`config.mk`:
```
export PLATFORM = sky130hd
export DESIGN_NAME = ip_address_alu_core_flat
export DESIGN_NICKNAME = d
export VERILOG_FILES = /design/src/design/ipalu_pkg.sv /design/src/design/ipalu_if.sv /design/src/design/ipalu_decode.sv /design/src/design/ipalu_exec.sv /design/src/design/ipalu_finish.sv /design/src/design/ip_address_alu_core.sv /design/src/flat_wrapper.sv
export VERILOG_INCLUDE_DIRS = /design/src /design/src/design
export SDC_FILE = /design/constraint.sdc
export NUM_CORES = 2
export LEC_CHECK = 0
export BUFFER_PORTS_ARGS = -buffer_cell sky130_fd_sc_hd__buf_2
export CAP_MARGIN = 25
export CELL_PAD_IN_SITES_DETAIL_PLACEMENT = 1
export CELL_PAD_IN_SITES_GLOBAL_PLACEMENT = 1
export CORE_MARGIN = 1
export CORE_UTILIZATION = 40
export DETAILED_ROUTE_END_ITERATION = 10
export GPL_TIMING_DRIVEN = 1
export PLACE_DENSITY_LB_ADDON = 0.1
export SLEW_MARGIN = 20
export SYNTH_ARGS = -nofsm -noshare
export SYNTH_HDL_FRONTEND = slang
export SYNTH_SLANG_ARGS = --single-unit
```
`constraint.sdc`:
```
create_clock -name i_clk -period 39.7 [get_ports i_clk]
set_input_delay 9.925 -clock i_clk [delete_from_list [all_inputs] [get_ports i_clk]]
set_output_delay 9.925 -clock i_clk [all_outputs]
set_load 0.02 [all_outputs]
```
`src/design/ip_address_alu_core_macros.svh`:
```
// Assertion helpers for the address ALU core.
// Each macro expects i_clk and i_rst_n in the enclosing scope.
`ifndef IP_ADDRESS_ALU_CORE_MACROS_SVH
`define IP_ADDRESS_ALU_CORE_MACROS_SVH

// Same-cycle implication, disabled while in reset
`define IPALU_ASSERT_NOW(label, ante, cons, msg) \
    label: assert property (@(posedge i_clk) disable iff (!i_rst_n) (ante) |-> (cons)) \
        else $error(msg);

// Next-cycle implication, disabled while in reset
`define IPALU_ASSERT_NEXT(label, ante, cons, msg) \
    label: assert property (@(posedge i_clk) disable iff (!i_rst_n) (ante) |=> (cons)) \
        else $error(msg);

`endif

```
`src/design/ipalu_pkg.sv`:
```
package ipalu_pkg;

    localparam int ADDR_W   = 128;
    localparam int HALF_W   = 64;
    localparam int V4_W     = 32;
    localparam int V4_SH_W  = $clog2(V4_W);
    localparam int OP_W     = 3;
    localparam int CNT_W    = $clog2(ADDR_W);
    localparam int FINE_W   = 4;

    typedef enum logic [OP_W-1:0] {
        OP_NEG   = 3'd0,
        OP_NOT   = 3'd1,
        OP_ADD_S = 3'd2,
        OP_SUB_S = 3'd3,
        OP_ADD_A = 3'd4,
        OP_SUB_A = 3'd5,
        OP_SHR   = 3'd6,
        OP_SHL   = 3'd7
    } t_op;

    // decoded operands, adder inputs already prepared
    typedef struct packed {
        t_op               op;
        logic              v4;
        logic              neg;
        logic [ADDR_W-1:0] x;
        logic [ADDR_W-1:0] y;
        logic              cin;
        logic [CNT_W-1:0]  shamt;
        logic              cnt_ok;
    } t_s1;

    // low half summed, coarse shift done
    typedef struct packed {
        t_op               op;
        logic              v4;
        logic              neg;
        logic [HALF_W-1:0] x_hi;
        logic [HALF_W-1:0] y_hi;
        logic              c_lo;
        logic [HALF_W-1:0] sum_lo;
        logic [ADDR_W-1:0] shc;
        logic [FINE_W-1:0] fine;
        logic              cnt_ok;
    } t_s2;

    // full sum and full shift ready for resolution
    typedef struct packed {
        t_op               op;
        logic              v4;
        logic              neg;
        logic              carry;
        logic [ADDR_W-1:0] sum;
        logic [ADDR_W-1:0] shf;
        logic              cnt_ok;
    } t_s3;

endpackage

```
`src/design/ipalu_if.sv`:
```
// Request channel: one address operation per transaction
interface ipalu_req_if;
    import ipalu_pkg::*;

    logic              valid;
    logic              ready;
    logic [OP_W-1:0]   operation;
    logic              ipv4_mode;
    logic [HALF_W-1:0] address_hi;
    logic [HALF_W-1:0] address_lo;
    logic [HALF_W-1:0] operand_hi;
    logic [HALF_W-1:0] operand_lo;

    modport source (
        output valid, operation, ipv4_mode, address_hi, address_lo, operand_hi, operand_lo,
        input  ready
    );
    modport sink (
        input  valid, operation, ipv4_mode, address_hi, address_lo, operand_hi, operand_lo,
        output ready
    );
endinterface

// Response channel: result and its valid flag
interface ipalu_rsp_if;
    import ipalu_pkg::*;

    logic              valid;
    logic              ready;
    logic [HALF_W-1:0] result_hi;
    logic [HALF_W-1:0] result_lo;
    logic              valid_res;

    modport source (
        output valid, result_hi, result_lo, valid_res,
        input  ready
    );
    modport sink (
        input  valid, result_hi, result_lo, valid_res,
        output ready
    );
endinterface

```
`src/design/ipalu_decode.sv`:
```
// Stage 1: operand selection, adder input prep, shift count check
module ipalu_decode (
    input  logic            i_clk,
    input  logic            i_rst_n,
    ipalu_req_if.sink       i_req,
    input  logic            i_ready,
    output logic            o_vld,
    output ipalu_pkg::t_s1  o_s1
);
    import ipalu_pkg::*;

    logic              r_vld;
    t_s1               r_s1;
    t_s1               n_s1;
    logic [ADDR_W-1:0] a;
    logic [ADDR_W-1:0] b;
    logic [ADDR_W-1:0] s;
    logic              v4;

    // pipeline advance
    assign i_req.ready = !r_vld || i_ready;

    // operand build
    always_comb begin
        v4 = i_req.ipv4_mode;
        a  = v4 ? {{(ADDR_W-V4_W){1'b0}}, i_req.address_lo[V4_W-1:0]}
                : {i_req.address_hi, i_req.address_lo};
        b  = v4 ? {{(ADDR_W-V4_W){1'b0}}, i_req.operand_lo[V4_W-1:0]}
                : {i_req.operand_hi, i_req.operand_lo};
        s  = {{(ADDR_W-HALF_W){i_req.operand_lo[HALF_W-1]}}, i_req.operand_lo};

        n_s1.op     = t_op'(i_req.operation);
        n_s1.v4     = v4;
        n_s1.neg    = i_req.operand_lo[HALF_W-1];
        n_s1.x      = a;
        n_s1.y      = '0;
        n_s1.cin    = 1'b0;
        n_s1.shamt  = i_req.operand_lo[CNT_W-1:0];
        // count must be below 128, or below 32 in IPv4 mode
        n_s1.cnt_ok = (i_req.operand_lo[HALF_W-1:CNT_W] == '0) &&
                      (!v4 || (i_req.operand_lo[CNT_W-1:V4_SH_W] == '0));

        case (n_s1.op)
            OP_NEG: begin
                n_s1.x   = ~a;
                n_s1.cin = 1'b1;
            end
            OP_NOT: begin
                n_s1.x = ~a;
            end
            OP_ADD_S: begin
                n_s1.y = s;
            end
            OP_SUB_S: begin
                n_s1.y   = ~s;
                n_s1.cin = 1'b1;
            end
            OP_ADD_A: begin
                n_s1.y = b;
            end
            OP_SUB_A: begin
                n_s1.y   = ~b;
                n_s1.cin = 1'b1;
            end
            default: begin
                n_s1.y = '0;
            end
        endcase
    end

    always_ff @(posedge i_clk) begin
        if (!i_rst_n) begin
            r_vld <= 1'b0;
        end else if (i_req.ready) begin
            r_vld <= i_req.valid;
        end
    end

    always_ff @(posedge i_clk) begin
        if (i_req.ready && i_req.valid) begin
            r_s1 <= n_s1;
        end
    end

    assign o_vld = r_vld;
    assign o_s1  = r_s1;

endmodule

```
`src/design/ipalu_exec.sv`:
```
// Stages 2 and 3: 128-bit add split in two 64-bit halves, two-step barrel shift
module ipalu_exec (
    input  logic            i_clk,
    input  logic            i_rst_n,
    input  logic            i_vld,
    input  ipalu_pkg::t_s1  i_s1,
    output logic            o_ready,
    output logic            o_vld,
    output ipalu_pkg::t_s3  o_s3,
    input  logic            i_ready
);
    import ipalu_pkg::*;

    logic              r_vld2;
    logic              r_vld3;
    t_s2               r_s2;
    t_s2               n_s2;
    t_s3               r_s3;
    t_s3               n_s3;
    logic              rdy2;
    logic              rdy3;
    logic [HALF_W:0]   lo_sum;
    logic [HALF_W:0]   hi_sum;
    logic [CNT_W-1:0]  coarse;

    assign rdy3    = !r_vld3 || i_ready;
    assign rdy2    = !r_vld2 || rdy3;
    assign o_ready = rdy2;

    // stage 2: low half add, shift by multiples of 16
    always_comb begin
        lo_sum = {1'b0, i_s1.x[HALF_W-1:0]} + {1'b0, i_s1.y[HALF_W-1:0]}
               + {{HALF_W{1'b0}}, i_s1.cin};
        coarse = {i_s1.shamt[CNT_W-1:FINE_W], {FINE_W{1'b0}}};

        n_s2.op     = i_s1.op;
        n_s2.v4     = i_s1.v4;
        n_s2.neg    = i_s1.neg;
        n_s2.x_hi   = i_s1.x[ADDR_W-1:HALF_W];
        n_s2.y_hi   = i_s1.y[ADDR_W-1:HALF_W];
        n_s2.c_lo   = lo_sum[HALF_W];
        n_s2.sum_lo = lo_sum[HALF_W-1:0];
        n_s2.shc    = (i_s1.op == OP_SHL) ? (i_s1.x << coarse) : (i_s1.x >> coarse);
        n_s2.fine   = i_s1.shamt[FINE_W-1:0];
        n_s2.cnt_ok = i_s1.cnt_ok;
    end

    // stage 3: high half add with carry, residual shift
    always_comb begin
        hi_sum = {1'b0, r_s2.x_hi} + {1'b0, r_s2.y_hi} + {{HALF_W{1'b0}}, r_s2.c_lo};

        n_s3.op     = r_s2.op;
        n_s3.v4     = r_s2.v4;
        n_s3.neg    = r_s2.neg;
        n_s3.carry  = hi_sum[HALF_W];
        n_s3.sum    = {hi_sum[HALF_W-1:0], r_s2.sum_lo};
        n_s3.shf    = (r_s2.op == OP_SHL) ? (r_s2.shc << r_s2.fine) : (r_s2.shc >> r_s2.fine);
        n_s3.cnt_ok = r_s2.cnt_ok;
    end

    always_ff @(posedge i_clk) begin
        if (!i_rst_n) begin
            r_vld2 <= 1'b0;
            r_vld3 <= 1'b0;
        end else begin
            if (rdy2) begin
                r_vld2 <= i_vld;
            end
            if (rdy3) begin
                r_vld3 <= r_vld2;
            end
        end
    end

    always_ff @(posedge i_clk) begin
        if (rdy2 && i_vld) begin
            r_s2 <= n_s2;
        end
        if (rdy3 && r_vld2) begin
            r_s3 <= n_s3;
        end
    end

    assign o_vld = r_vld3;
    assign o_s3  = r_s3;

endmodule

```
`src/design/ipalu_finish.sv`:
```
// Stage 4: range check, IPv4 masking, zero on invalid, output register
module ipalu_finish (
    input  logic            i_clk,
    input  logic            i_rst_n,
    input  logic            i_vld,
    input  ipalu_pkg::t_s3  i_s3,
    output logic            o_ready,
    ipalu_rsp_if.source     o_rsp
);
    import ipalu_pkg::*;

    logic              r_vld;
    logic [ADDR_W-1:0] r_res;
    logic              r_ok;
    logic [ADDR_W-1:0] n_res;
    logic              n_ok;
    logic [ADDR_W-1:0] res;
    logic              ok;
    logic              keep_v4;
    logic              upper_bad;

    assign o_ready = !r_vld || o_rsp.ready;

    always_comb begin
        res = i_s3.sum;
        ok  = 1'b1;
        case (i_s3.op)
            OP_NEG: begin
                ok = 1'b1;
            end
            OP_NOT: begin
                ok = !i_s3.v4;
            end
            OP_ADD_S: begin
                ok = i_s3.neg ? i_s3.carry : !i_s3.carry;
            end
            OP_SUB_S: begin
                // carry set means no borrow
                ok = i_s3.neg ? !i_s3.carry : i_s3.carry;
            end
            OP_ADD_A: begin
                ok = !i_s3.carry;
            end
            OP_SUB_A: begin
                ok = i_s3.carry;
            end
            OP_SHR, OP_SHL: begin
                res = i_s3.shf;
                ok  = i_s3.cnt_ok;
            end
            default: begin
                ok = 1'b0;
            end
        endcase

        // negate and left shift wrap to 32 bits in IPv4; others must fit
        keep_v4   = (i_s3.op == OP_NEG) || (i_s3.op == OP_SHL);
        upper_bad = i_s3.v4 && (res[ADDR_W-1:V4_W] != '0) && !keep_v4;
        n_ok      = ok && !upper_bad;
        if (!n_ok) begin
            n_res = '0;
        end else if (i_s3.v4) begin
            n_res = {{(ADDR_W-V4_W){1'b0}}, res[V4_W-1:0]};
        end else begin
            n_res = res;
        end
    end

    always_ff @(posedge i_clk) begin
        if (!i_rst_n) begin
            r_vld <= 1'b0;
        end else if (o_ready) begin
            r_vld <= i_vld;
        end
    end

    always_ff @(posedge i_clk) begin
        if (o_ready && i_vld) begin
            r_res <= n_res;
            r_ok  <= n_ok;
        end
    end

    assign o_rsp.valid     = r_vld;
    assign o_rsp.result_hi = r_res[ADDR_W-1:HALF_W];
    assign o_rsp.result_lo = r_res[HALF_W-1:0];
    assign o_rsp.valid_res = r_ok;

endmodule

```
`src/design/ip_address_alu_core.sv`:
```
// IPv6/IPv4 address ALU. Accepts one transaction per clock while the input
// is not stalled and returns one result per transaction, in order, after it
// passes the register stages. The four register stages are: operand decode,
// low 64-bit add plus coarse shift, high 64-bit add plus fine shift, and
// range check into the output register. Ready is derived stage by stage, so
// empty stages keep filling while a result waits at the output; the input
// stalls only when all four stages hold transactions. Invalid results
// (overflow, underflow, bad shift count, IPv4 complement) come back as zero
// with valid_res low.
`include "ip_address_alu_core_macros.svh"

module ip_address_alu_core (
    input  logic          i_clk,
    input  logic          i_rst_n,
    ipalu_req_if.sink     i_req,
    ipalu_rsp_if.source   o_rsp
);
    import ipalu_pkg::*;

    logic vld1;
    t_s1  s1;
    logic rdy2;
    logic vld3;
    t_s3  s3;
    logic rdy4;
    logic rsp_bad;
    logic rsp_zero;
    logic out_held;
    logic req_acc;

    ipalu_decode u_decode (
        .i_clk   (i_clk),
        .i_rst_n (i_rst_n),
        .i_req   (i_req),
        .i_ready (rdy2),
        .o_vld   (vld1),
        .o_s1    (s1)
    );

    ipalu_exec u_exec (
        .i_clk   (i_clk),
        .i_rst_n (i_rst_n),
        .i_vld   (vld1),
        .i_s1    (s1),
        .o_ready (rdy2),
        .o_vld   (vld3),
        .o_s3    (s3),
        .i_ready (rdy4)
    );

    ipalu_finish u_finish (
        .i_clk   (i_clk),
        .i_rst_n (i_rst_n),
        .i_vld   (vld3),
        .i_s3    (s3),
        .o_ready (rdy4),
        .o_rsp   (o_rsp)
    );

    // check terms
    assign rsp_bad  = o_rsp.valid && !o_rsp.valid_res;
    assign rsp_zero = (o_rsp.result_hi == '0) && (o_rsp.result_lo == '0);
    assign out_held = o_rsp.valid && !o_rsp.ready && vld1 && vld3;
    assign req_acc  = i_req.valid && i_req.ready;

    // checks
    `IPALU_ASSERT_NOW(a_invalid_is_zero, rsp_bad, rsp_zero, "invalid result not zeroed")
    `IPALU_ASSERT_NOW(a_stall_only_when_full, !i_req.ready, out_held, "stall with free stage")
    `IPALU_ASSERT_NEXT(a_accept_loads_stage1, req_acc, vld1, "accepted transaction lost")

endmodule
```
`src/flat_wrapper.sv`:
```
// flat-port wrapper written by rule: the top's interface ports become plain ports
module ip_address_alu_core_flat import ipalu_pkg::*;
  (i_clk, i_rst_n, i_req_valid, i_req_operation, i_req_ipv4_mode, i_req_address_hi, i_req_address_lo, i_req_operand_hi, i_req_operand_lo, i_req_ready, o_rsp_valid, o_rsp_result_hi, o_rsp_result_lo, o_rsp_valid_res, o_rsp_ready);
  ipalu_req_if i_req_i ();
  ipalu_rsp_if o_rsp_i ();
  input  logic i_clk;
  input  logic i_rst_n;
  input wire logic [$bits(i_req_i.valid)-1:0] i_req_valid;
  input wire logic [$bits(i_req_i.operation)-1:0] i_req_operation;
  input wire logic [$bits(i_req_i.ipv4_mode)-1:0] i_req_ipv4_mode;
  input wire logic [$bits(i_req_i.address_hi)-1:0] i_req_address_hi;
  input wire logic [$bits(i_req_i.address_lo)-1:0] i_req_address_lo;
  input wire logic [$bits(i_req_i.operand_hi)-1:0] i_req_operand_hi;
  input wire logic [$bits(i_req_i.operand_lo)-1:0] i_req_operand_lo;
  output wire logic [$bits(i_req_i.ready)-1:0] i_req_ready;
  output wire logic [$bits(o_rsp_i.valid)-1:0] o_rsp_valid;
  output wire logic [$bits(o_rsp_i.result_hi)-1:0] o_rsp_result_hi;
  output wire logic [$bits(o_rsp_i.result_lo)-1:0] o_rsp_result_lo;
  output wire logic [$bits(o_rsp_i.valid_res)-1:0] o_rsp_valid_res;
  input wire logic [$bits(o_rsp_i.ready)-1:0] o_rsp_ready;
  assign i_req_i.valid = i_req_valid;
  assign i_req_i.operation = i_req_operation;
  assign i_req_i.ipv4_mode = i_req_ipv4_mode;
  assign i_req_i.address_hi = i_req_address_hi;
  assign i_req_i.address_lo = i_req_address_lo;
  assign i_req_i.operand_hi = i_req_operand_hi;
  assign i_req_i.operand_lo = i_req_operand_lo;
  assign i_req_ready = i_req_i.ready;
  assign o_rsp_valid = o_rsp_i.valid;
  assign o_rsp_result_hi = o_rsp_i.result_hi;
  assign o_rsp_result_lo = o_rsp_i.result_lo;
  assign o_rsp_valid_res = o_rsp_i.valid_res;
  assign o_rsp_i.ready = o_rsp_ready;
  ip_address_alu_core u_core (.i_clk(i_clk), .i_rst_n(i_rst_n), .i_req(i_req_i), .o_rsp(o_rsp_i));
endmodule
```
# Word level (Yosys, flattened, before mapping)
# Cells that the tools add are included.
dict set report totals {
  register_bits 997
  input_bits 264
  output_inout_bits 131
}
dict set report op_classes {
  addsub 4
  n_eq_ne 14
  shifts 4
  muxes 11
  n_bitwise 4
  reduce_logical 32
}
# op n
set op_table {}
lappend op_table {{two-way mux 128 bit} 6}
lappend op_table {{case mux 128 bit (4 select lines)} 1}
lappend op_table {{inverter 128 bit} 3}
lappend op_table {{adder 64 x 64 -> 65 bit} 2}
lappend op_table {{adder 65 x 1 -> 65 bit} 2}
lappend op_table {{left shift 128 x 4 -> 128 bit} 1}
lappend op_table {{left shift 128 x 7 -> 128 bit} 1}
lappend op_table {{right shift 128 x 4 -> 128 bit} 1}
lappend op_table {{right shift 128 x 7 -> 128 bit} 1}
lappend op_table {{nonzero test 96 bit} 1}
lappend op_table {{zero test 57 bit} 1}
lappend op_table {{== test 3 bit (second input constant)} 8}
lappend op_table {{== test 3 x 2 -> 1 bit (second input constant)} 4}
lappend op_table {{zero test 1 bit} 9}
lappend op_table {{logical AND 1 bit} 8}
lappend op_table {{case mux 1 bit (7 select lines)} 1}
lappend op_table {{== test 3 x 1 -> 1 bit (second input constant)} 2}
lappend op_table {{zero test 3 bit} 2}
lappend op_table {{logical OR 1 bit} 6}
lappend op_table {{OR reduction 2 bit} 3}
lappend op_table {{two-way mux 1 bit} 3}
lappend op_table {{OR reduction 3 bit} 1}
lappend op_table {{zero test 2 bit} 1}
lappend op_table {{inverter 1 bit} 1}

# Longest topological paths before layout
dict set report logic_depth {
  ltp_word 10
  mapped_depth 11
}

# Modules after synthesis
# From an unflattened synthesis, not the netlist that was laid out.
dict set report hier_totals {
  hier_cells 6215
  hier_area_um2 63168.1
}
# module instances cells_each area_per_inst_um2 seq_area_each_um2
set modules_own_cells {}
lappend modules_own_cells {ipalu_exec 1 4473 43037.5 17877.1}
lappend modules_own_cells {ipalu_decode 1 1096 13767.0 8127.8}
lappend modules_own_cells {ipalu_finish 1 646 6363.6 3893.7}

# Worst setup path before layout
# No wires, ideal clock.
dict set report synth_path {
  kind {input -> register}
  from {input port o_rsp_ready}
  to {register u_core.u_exec.r_s2, in the netlist u_core.u_exec.n_s3[0], enable pin}
  setup_time_ps 1528
  arrival_time_ps 34002
  required_time_ps 38172
  slack_ps 4170
  stages 3
  n_path_buf 0
  path_cell_list {nor2b_1 > and2_0 > a21boi_0}
}
dict set report synth_between {
  elab_chain_len 4
}
# element line
set synth_lines {}
lappend synth_lines {{start: declaration} flat_wrapper.sv:20} ;# input wire logic [$bits(o_rsp_i.ready)-1:0] o_rsp_ready;
lappend synth_lines {{logical OR 1 bit} ipalu_finish.sv:22} ;# assign o_ready = !r_vld || o_rsp.ready;
lappend synth_lines {{logical OR 1 bit} ipalu_exec.sv:26} ;# assign rdy3 = !r_vld3 || i_ready;
lappend synth_lines {{logical OR 1 bit} ipalu_exec.sv:27} ;# assign rdy2 = !r_vld2 || rdy3;
lappend synth_lines {{logical AND 1 bit} ipalu_exec.sv:76} ;# if (rdy2 && i_vld) begin
lappend synth_lines {{end signal: assignment} ipalu_exec.sv:77} ;# r_s2 <= n_s2;
lappend synth_lines {{end: declaration} ipalu_exec.sv:16} ;# t_s2 r_s2;
# Every way passes these cells.
# A chain may end at the register's enable or synchronous reset.

# Final worst setup path
dict set report layout_path {
  from {input port o_rsp_ready}
  to {output port i_req_ready}
}
dict set report layout_between {
  elab_chain_len 4
}
# element line
set layout_lines {}
lappend layout_lines {{logical OR 1 bit} ipalu_finish.sv:22}
lappend layout_lines {{logical OR 1 bit} ipalu_exec.sv:26}
lappend layout_lines {{logical OR 1 bit} ipalu_exec.sv:27}
lappend layout_lines {{logical OR 1 bit} ipalu_decode.sv:21} ;# assign i_req.ready = !r_vld || i_ready;
lappend layout_lines {{end: declaration} flat_wrapper.sv:15} ;# output wire logic [$bits(i_req_i.ready)-1:0] i_req_ready;
# Every way passes these cells.

==> metrics <==
Comb pwr share=0.180; max cap viols=0; Total GRT Usage=0.3128; hold-fix buffers at CTS=0; vias per inst=6.115; # rows=144; DRT Pass-1 Iters=6; YS warnings=0; Synth Cell Area=62560 um^2; # H-tree levels=3; Final Critical Period=21.19 ns; Slew @ Worst Pin=1.289 ns; crit-path leading delay family=simple AND/OR/NAND/NOR gates; Max Slew Vio Count=0; worst setup margin=18.51 ns; share of layout cells above drive strength 1=0.1423; CP max stage delay=0.56 ns; most common cell after layout, fill and taps aside=edfxtp_1; Setup TNS=0 ns; worst min path class=reg -> reg; Core Area=154600 um^2; CP required=29.77 ns; root buffer cell=clkbuf_16; largest net degree at the start of global routing=216; first-pass GRT wire length=357800 um; worst hold slack=0.3812 ns; grt met3 use=0.04911; Max IR drop VDD=0.03051 mV; ANT nets after route=0; CP bufs+invs=2; PD cells=41.51 nW/um^2; Seq/Total Area, Yosys=0.4779; final hold vios=0; Multi-input gate area=30830 um^2; RSZ-0062 raised after global routing=no; Switching Power=879.6 uW; cts bufs inserted=109; static leakage=25.29 nW; critical path, cell by cell=buf_2 > nor2b_1 > and2_0 > nand3_1 > buf_2; WL/cell=30.02 um; Synth cell types=74; post_cts resized=0; Syn Area/Cell=10.15 um^2; asr flop ratio synth=0; Max Fanout on Critical Path=6; IO Count=395; EDFF count, synth=993; CP Capture Type=output pin; port bufs=394; Post-route DRC=0; DIE HEIGHT=397.5 um; Syn Nets=6558; CTS Sinks=997; crit path max-delay cell type=and2_0; gr busiest metal=met1; die area=158000 um^2; routed vias=51460; global routing met1 resource utilization=0.4796; # Post-CTS Setup Buffers=0; total wire length=252700 um; vias in the first global route=49010; Iteration-0 DRC Markers=6236; crit path kind=in -> out; status=finished, final reports clean; Crit path arrival time=11.26 ns; DIE WIDTH=397.5 um; CTS Buffer Depth=3; Synth Flop Type=edfxtp_1; Top cell by count, worst path=buf_2; Worst setup SP type=primary input; P&R area growth vs syn=11.72%; most frequent cells in the layout=993 x edfxtp_1, 671 x nand2_1, 651 x nor2_1, 570 x a21oi_1, 468 x o21ai_0; Seq. cell area=29900 um^2; Synth Register Bits=997; Internal Power=2.022 mW; routability-driven placement congestion ratio=0.9381; total chip power=2.901 mW; Fill cells=17120; Initial Util=0.4047; Sw Ratio=0.3032; Clock Power Share=0.361; initial antenna violation count=44; skew final=0.04939 ns; Post-Synthesis Cells=6163; Final period util=0.5336; fmax=47.20 MHz; setup slack at placement=18.49 ns; final setup fails=0; dpl hpwl=194800 um; Nets=6670; grt met2 use=0.4473; worst skew pair latency=0.75 ns; overflow left after global routing=0; CTS tree=yes; Clock transition at path regs=0.06 ns; sequential fraction of design power=0.459; relative slew slack=0.1317
-- kinds of logic (layout without fill, tap and decap cells) --
group,Yosys count,count (layout),share of synthesized area
AOI/OAI and AO/OA,1583,1583,0.1493
DFF,997,997,0.4779
adders and majority gates,131,131,0.02668
xor gates and xnor gates,345,345,0.04830
and+or+nand+nor,2100,2100,0.1512
muxes,484,484,0.1149
buffers and inverters,523,728,0.03172
other,0,3,0
-- sequential cells by signal, summed over array words and instances (netlist names) --
signal / count
u_core.u_exec.o_s3: 263
u_core.u_decode.o_vld: 1
u_core.u_finish.o_rsp.valid_res: 1
u_core.u_exec.o_vld: 1
u_core.u_finish.o_rsp.valid: 1
u_core.u_finish.r_res: 128
u_core.u_exec.r_vld2: 1
u_core.u_exec.n_s3: 70
u_core.u_decode.o_s1: 270
u_core.u_exec.r_s2: 261
-- worst paths after layout --
path / depth (start not counted) / from / end / slack [ns]
worst max-delay path: 5 / o_rsp_ready / i_req_ready / 18.51
worst min-delay path: 0 / u_core.u_exec.n_s3[129]$_DFFE_PP_ / u_core.u_exec.o_s3[129]$_DFFE_PP_ / 0.38
worst max register to register: 10 / u_core.u_exec.r_s2[2]$_DFFE_PP_ / u_core.u_exec.o_s3[111]$_DFFE_PP_ / 34.21
worst min register to register: 0 / u_core.u_exec.n_s3[129]$_DFFE_PP_ / u_core.u_exec.o_s3[129]$_DFFE_PP_ / 0.38
-- synth_stat cells (67+ instances only) --
cell type	instances	share of area
a211oi_1	119	0.014
a21o_1	90	0.011
a21oi_1	570	0.046
buf_1	93	0.0056
clkbuf_1	370	0.022
edfxtp_1	993	0.48
ha_1	127	0.025
mux2i_1	276	0.044
mux4_2	185	0.067
nand2_1	672	0.040
nand2b_1	231	0.023
nand3_1	239	0.019
nor2_1	653	0.039
nor2b_1	70	0.0070
nor4_1	67	0.0067
o211ai_1	75	0.0090
o21ai_0	472	0.038
xnor2_1	268	0.038
xor2_1	77	0.011
-- per-layer routing --
layer / vias up / share of wire
met5: - / 0.00040
met4: 16 / 0.031
met3: 299 / 0.083
met2: 2094 / 0.42
met1: 26030 / 0.46
li1: 23020 / -
-- power groups by stage --
stage	clock network, mW	logic, mW	registers (mW)
after floorplan	0	0.335	1.31
after global placement	0	0.500	1.35
after detailed placement	0	0.508	1.35
after CTS	1.06	0.510	1.33
after global routing	1.10	0.560	1.33
final	1.05	0.523	1.33
-- through the flow --
| step | utilization | area [um^2] | instances |
|---|---|---|---|
| 3_3_place_gp | 0.4273 | 66060 | 8197 |
| 4_1_cts | 0.4514 | 69790 | 8406 |
| 3_5_place_dp | 0.4278 | 66140 | 8202 |
| 2_1_floorplan | - | 62560 | 6163 |
| 6_report | 0.4521 | 69890 | 8415 |
| 5_1_grt | 0.4521 | 69890 | 8413 |
-- cell type report --
type,count,share of cell area
Clock buffer,128,0.04096
Inverter,43,0.002381
Timing Repair Buffer,481,0.03981
Clock inverter,76,0.01128
Antenna cell,3,0.0001074
Sequential cell,997,0.4278
Multi-Input combinational cell,4643,0.4411
Tap cell,2044,0.03659
No activity file was read; power rests on OpenSTA's default activity.
